## src/design/hjte_pkg.sv

```systemverilog
`timescale 1ns / 1ps
package hjte_pkg;

    localparam int KEY_W  = 32;
    localparam int ROW_W  = 32;
    localparam int KIND_W = 3;
    localparam int TB_W   = 4;
    localparam int MP_W   = 11;

    typedef enum logic [1:0] {
        REQ_CLEAR  = 2'd0,
        REQ_INSERT = 2'd1,
        REQ_PROBE  = 2'd2,
        REQ_NONE   = 2'd3
    } req_t;

    typedef enum logic [KIND_W-1:0] {
        KIND_PAIR      = 3'd0,
        KIND_NO_MATCH  = 3'd1,
        KIND_INSERTED  = 3'd2,
        KIND_DUP       = 3'd3,
        KIND_FULL      = 3'd4,
        KIND_CHAIN_FUL = 3'd5,
        KIND_CLEARED   = 3'd6,
        KIND_TRUNC     = 3'd7
    } kind_t;

    typedef enum logic {
        CFG_TABLE_BITS = 1'b0,
        CFG_PROBE_CAP  = 1'b1
    } cfg_idx_t;

    typedef enum logic [3:0] {
        ST_WIPE,
        ST_IDLE,
        ST_HASH1,
        ST_HASH2,
        ST_HASH3,
        ST_CLEAR,
        ST_RD,
        ST_CHK,
        ST_CRD,
        ST_CCHK,
        ST_OUT
    } state_t;

    localparam logic [31:0] MIX_C1 = 32'h85ebca6b;
    localparam logic [31:0] MIX_C2 = 32'hc2b2ae35;

    // controller -> datapath
    typedef struct packed {
        logic load_req;
        logic hash1;
        logic hash2;
        logic hash3;
        logic clr_start;
        logic clr_step;
        logic slot_rd;
        logic slot_step;
        logic slot_write;
        logic dup_write;
        logic match_load;
        logic chain_rd;
        logic chain_adv;
        logic clr_chain;
        logic set_out;
        logic [KIND_W-1:0] out_kind;
        logic out_pair;
        logic out_last;
    } dp_cmd_t;

    // datapath -> controller
    typedef struct packed {
        logic clr_done;
        logic slot_valid;
        logic key_eq;
        logic probe_done;
        logic all_done;
        logic chain_full;
        logic more;
        logic cap_hit;
    } dp_stat_t;

endpackage

```

## src/design/hjte_ctrl.sv

```systemverilog
`timescale 1ns / 1ps
module hjte_ctrl (
    input  logic               clk,
    input  logic               rst_n,
    input  logic               in_valid,
    output logic               in_ready,
    input  logic [1:0]         in_req,
    output logic               out_valid,
    input  logic               out_ready,
    output hjte_pkg::dp_cmd_t  cmd,
    input  hjte_pkg::dp_stat_t stat
);
    import hjte_pkg::*;

    state_t state_reg, state_next, ret_reg, ret_next;
    req_t req_reg, req_next;
    kind_t pkind_reg, pkind_next;   // beat waiting for the result register
    logic plast_reg, plast_next;
    logic ppair_reg, ppair_next;
    logic ov_reg, ov_next;

    always_ff @(posedge clk or negedge rst_n)
    begin
        if (!rst_n)
        begin
            state_reg <= ST_WIPE;
            ret_reg   <= ST_IDLE;
            req_reg   <= REQ_NONE;
            pkind_reg <= KIND_PAIR;
            plast_reg <= 1'b0;
            ppair_reg <= 1'b0;
            ov_reg    <= 1'b0;
        end
        else
        begin
            state_reg <= state_next;
            ret_reg   <= ret_next;
            req_reg   <= req_next;
            pkind_reg <= pkind_next;
            plast_reg <= plast_next;
            ppair_reg <= ppair_next;
            ov_reg    <= ov_next;
        end
    end

    always_comb
    begin
        state_next = state_reg;
        ret_next   = ret_reg;
        req_next   = req_reg;
        pkind_next = pkind_reg;
        plast_next = plast_reg;
        ppair_next = ppair_reg;
        ov_next    = ov_reg;
        cmd        = '0;
        in_ready   = 1'b0;
        if (ov_reg && out_ready)
            ov_next = 1'b0;
        unique case (state_reg)
            ST_WIPE:
            begin
                // valid bits swept once after reset, no result
                cmd.clr_step = 1'b1;
                if (stat.clr_done)
                    state_next = ST_IDLE;
            end
            ST_IDLE:
            begin
                in_ready = 1'b1;
                if (in_valid)
                begin
                    cmd.load_req = 1'b1;
                    req_next = req_t'(in_req);
                    priority case (req_t'(in_req))
                        REQ_CLEAR:
                        begin
                            cmd.clr_start = 1'b1;
                            state_next = ST_CLEAR;
                        end
                        REQ_INSERT, REQ_PROBE: state_next = ST_HASH1;
                        default: state_next = ST_IDLE;
                    endcase
                end
            end
            ST_HASH1:
            begin
                cmd.hash1 = 1'b1;
                state_next = ST_HASH2;
            end
            ST_HASH2:
            begin
                cmd.hash2 = 1'b1;
                state_next = ST_HASH3;
            end
            ST_HASH3:
            begin
                cmd.hash3 = 1'b1;
                state_next = ST_RD;
            end
            ST_CLEAR:
            begin
                // sweep from slot 0 over every slot
                cmd.clr_step = 1'b1;
                if (stat.clr_done)
                begin
                    cmd.clr_chain = 1'b1;
                    pkind_next = KIND_CLEARED;
                    plast_next = 1'b1;
                    ppair_next = 1'b0;
                    ret_next = ST_IDLE;
                    state_next = ST_OUT;
                end
            end
            ST_RD:
            begin
                cmd.slot_rd = 1'b1;
                state_next = ST_CHK;
            end
            ST_CHK:
            begin
                plast_next = 1'b1;
                ppair_next = 1'b0;
                ret_next = ST_IDLE;
                state_next = ST_OUT;
                if (req_reg == REQ_INSERT)
                begin
                    if (!stat.slot_valid)
                    begin
                        cmd.slot_write = 1'b1;
                        pkind_next = KIND_INSERTED;
                    end
                    else if (stat.key_eq)
                    begin
                        cmd.dup_write = !stat.chain_full;
                        pkind_next = stat.chain_full ? KIND_CHAIN_FUL : KIND_DUP;
                    end
                    else if (stat.all_done)
                        pkind_next = KIND_FULL;
                    else
                    begin
                        cmd.slot_step = 1'b1;
                        state_next = ST_RD;
                    end
                end
                else
                begin
                    if (!stat.slot_valid)
                        pkind_next = KIND_NO_MATCH;
                    else if (stat.key_eq)
                    begin
                        cmd.match_load = 1'b1;
                        state_next = ST_CCHK;
                    end
                    else if (stat.probe_done)
                        pkind_next = KIND_NO_MATCH;
                    else
                    begin
                        cmd.slot_step = 1'b1;
                        state_next = ST_RD;
                    end
                end
            end
            ST_CCHK:
            begin
                // brow/link now hold current entry
                ppair_next = 1'b1;
                if (stat.cap_hit || !stat.more)
                begin
                    pkind_next = stat.more ? KIND_TRUNC : KIND_PAIR;
                    plast_next = 1'b1;
                    ret_next = ST_IDLE;
                end
                else
                begin
                    pkind_next = KIND_PAIR;
                    plast_next = 1'b0;
                    cmd.chain_rd = 1'b1;
                    ret_next = ST_CRD;
                end
                state_next = ST_OUT;
            end
            ST_CRD:
            begin
                cmd.chain_adv = 1'b1;
                state_next = ST_CCHK;
            end
            ST_OUT:
            begin
                // result register loads once it is free or being drained
                if (!ov_reg || out_ready)
                begin
                    cmd.set_out = 1'b1;
                    cmd.out_kind = pkind_reg;
                    cmd.out_pair = ppair_reg;
                    cmd.out_last = plast_reg;
                    ov_next = 1'b1;
                    state_next = (ret_reg == ST_CRD) ? ST_CRD : ST_IDLE;
                    ret_next = ST_IDLE;
                end
            end
            default: state_next = ST_IDLE;
        endcase
    end

    assign out_valid = ov_reg;
endmodule

```

## config.mk

```make
export PLATFORM = sky130hd
export DESIGN_NAME = hjte_ctrl
export DESIGN_NICKNAME = d
export VERILOG_FILES = /design/src/design/hjte_pkg.sv /design/src/design/hjte_ctrl.sv
export SDC_FILE = /design/constraint.sdc
export NUM_CORES = 1
export LEC_CHECK = 0
export BUFFER_PORTS_ARGS = -buffer_cell sky130_fd_sc_hd__buf_2
export CORE_MARGIN = 4
export CORE_UTILIZATION = 25
export DETAILED_ROUTE_END_ITERATION = 8
export GPL_TIMING_DRIVEN = 0
export SKIP_LAST_GASP = 1
export SYNTH_ARGS = -nofsm -noshare
export SYNTH_HDL_FRONTEND = slang
export SYNTH_SLANG_ARGS = --single-unit
```

## constraint.sdc

```tcl
create_clock -name clk -period 4.08 [get_ports clk]
set_clock_uncertainty 0.1 [all_clocks]
set_input_delay 0.816 -clock clk [delete_from_list [all_inputs] [get_ports clk]]
set_output_delay 0.816 -clock clk [all_outputs]
set_load 0.01 [all_outputs]
```

==> reports/results.ini <==
[final_layout]
num-nets-final = 187
drive_gt1_frac = 0.310
multiInputGateArea_um2 = 591
register_area_um2 = 354
largest_register_ffs = 4
nFillCells = 423
diodes = 0
syn_to_final_growth_pct = 27.4

[yosys]
synthFlopType = dfrtp_1
synth_top_cells_by_count = 17 x nor2_1, 12 x o21ai_0, 11 x dfrtp_1, 11 x inv_1, 11 x nand2_1
synth_edf_count = 0
syn_area_per_cell_um2 = 7.81
synth_top_area_share = 0.267
ys_top_cells_by_area = dfrtp_1 27%, dfstp_2 7.6%, nor2_1 6.2%
yosysSeqAreaShare = 0.343
yosysMostFrequentCell = nor2_1
ys_seq_elements = 14
yosys.area.top_type = dfrtp_1
synth_nets = 147
synth_area_um2 = 1030
synthCells = 132
postSynth.asyncResetShare = 1.00
synth_cell_types = 42
yosys_warnings = 0

[clock_network]
hold_buffers = 0
cts.clk_slew.worst_paths_ps = 60
cts_sinks = 14
cts.repair.resized = 0
postCtsSetupBuffers = 0
root_buffer = clkbuf_8
cts_tree = done
cts_htree_levels = 1
clock_path_buffers = 2
clkLatencyLatePin_ps = 250
numCtsBuffers = 3

[timing]
fmax_mhz = 371
setup_tns_ps = 0
hold_viol = 0
rsz0062_at_grt = no
finalMaxSlewViolations = 0
whs_ps = 356
finalSetupViolations = 0
worst_slew_pin_slew_ps = 490
slew-limit-headroom = 0.673
fin_crit_ps = 2700
min_period_over_period = 0.661

[critical_path]
crit_required_ps = 3160
max_stage_delay_ps = 380
crit_top_cell = buf_2
crit_chain = buf_2 > nor2b_1 > nand3_1 > nor3_1 > buf_2
critical_path_class = flop to primary output
cp.arrival_ps = 1780
worstSetupStartpointType = flop
cp_max_fo = 10
endpoint_kind = primary output
slowest_stage = dfrtp_1

[hold_path]
worstHoldPathType = input port to asynchronous set/reset pin

[routing]
drt_wl_total_um = 2870
drtAntennaViolNets = 0
num_vias = 1061
post_drt_via_cell_ratio = 4.80
drtIter0Drc = 45
drc = 0
wire_per_inst_um = 13.0
drt_pass1_iterations = 4

[place]
place_congestion = 0.807
portBuffers = 35
hpwl_um = 2260

[die]
dieArea_um2 = 5220
num_io_pins = 36
die_width_um = 72.2
core_area_um2 = 4000
die_h_um = 72.2
start_util = 0.258
rows = 23

[global_route]
grt_max_degree = 15
antenna_found_initial = 0
grt_pass1_vias = 1071
grt_first_pass_wirelength_um = 4800
grt_remaining_overflow = 0
grt_usage = 0.118

[pwr]
p_leak_nw = 0.680
p_per_area_nw_per_um2 = 662
ir_drop_mv = 0.132

[run_status]
status = completed

[job]
maxCapViolations = 0

[stage by stage]
step                 util  power, W  area [um^2]  worst slack [ps]  cells
CTS                 0.328  0.000875         1310              1370    221
finish              0.328  0.000869         1310              1380    221
global route        0.328  0.000948         1310              1210    221
global placement    0.317  0.000748         1270              1610    217
floorplan               -  0.000610         1030              1840    132
detailed placement  0.317  0.000750         1270              1620    217
[worst max-delay path, delay by kind of cell (launching register included)]
family | cells | cell delay [ps]
simple gates | 3 | 780
flops | 1 | 380
buf+inv | 2 | 370
[where the power goes]
| group | switching [W] | internal, W | leakage (nW) |
|---|---|---|---|
| registers | 0.0000239 | 0.000204 | 0.164 |
| clock network | 0.0000516 | 0.0000693 | 0.0228 |
| logic | 0.000309 | 0.000211 | 0.493 |
| total | 0.000385 | 0.000485 | 0.680 |
[layout by cell type, fill, tap and decap left out, types with 2 or more instances in the layout]
| master | count |
|---|---|
| a211oi_1 | 2 |
| a21oi_1 | 6 |
| and3_1 | 4 |
| buf_2 | 41 |
| clkbuf_8 | 3 |
| dfrtp_1 | 11 |
| dfstp_2 | 3 |
| inv_1 | 11 |
| mux2_4 | 2 |
| mux2i_1 | 2 |
| nand2_1 | 11 |
| nand2b_1 | 5 |
| nand3_1 | 4 |
| nand4_1 | 2 |
| nor2_1 | 17 |
| nor3_1 | 7 |
| o21ai_0 | 12 |
| o22ai_1 | 2 |
[path summary, 6_finish.rpt]
kind	start	endpoint	slack [ps]	cells after the start
setup / recovery	state_reg[3]$_DFFE_PN0P_	cmd[9]	1380	5
hold / removal	rst_n	plast_reg$_DFFE_PN0P_	360	1
setup reg to reg	state_reg[2]$_DFFE_PN0P_	pkind_reg[2]$_DFFE_PN0P_	2130	6
hold reg to reg	ppair_reg$_DFFE_PN0P_	ppair_reg$_DFFE_PN0P_	370	1
max in group asynchronous	rst_n	req_reg[0]$_DFFE_PN1P_	3220	1
min in group clk	ppair_reg$_DFFE_PN0P_	ppair_reg$_DFFE_PN0P_	370	1
[area by class of cell]
class / instances / area share
plain buffers: 8 / 0.0343
inverters: 11 / 0.0314
well taps: 50 / 0.0476
clock buffers: 4 / 0.0343
multi-input cells: 99 / 0.450
repair buffers: 35 / 0.133
flip-flops and latches: 14 / 0.270
[routing by layer]
layer | vias to the layer above | global-route usage | part of all wire
li1 | 545 | - | -
met1 | 482 | 0.148 | 0.45
met2 | 29 | 0.186 | 0.46
met3 | 5 | 0.0319 | 0.067
met4 | 0 | 0.0564 | 0.015
met5 | - | 0 | 0
[cells by family (layout without fill, tap and decap cells)]
logic type	Yosys count	after routing	synth area share
adders and majority gates	1	1	0.0121
muxes	4	4	0.0485
xor gates and xnor gates	1	1	0.00850
DFF	14	14	0.343
AOI/OAI and AO/OA	35	35	0.222
buffers and inverters	19	58	0.0837
and+or+nand+nor	58	58	0.282
Note: power is estimated with default switching activity, not from simulation.
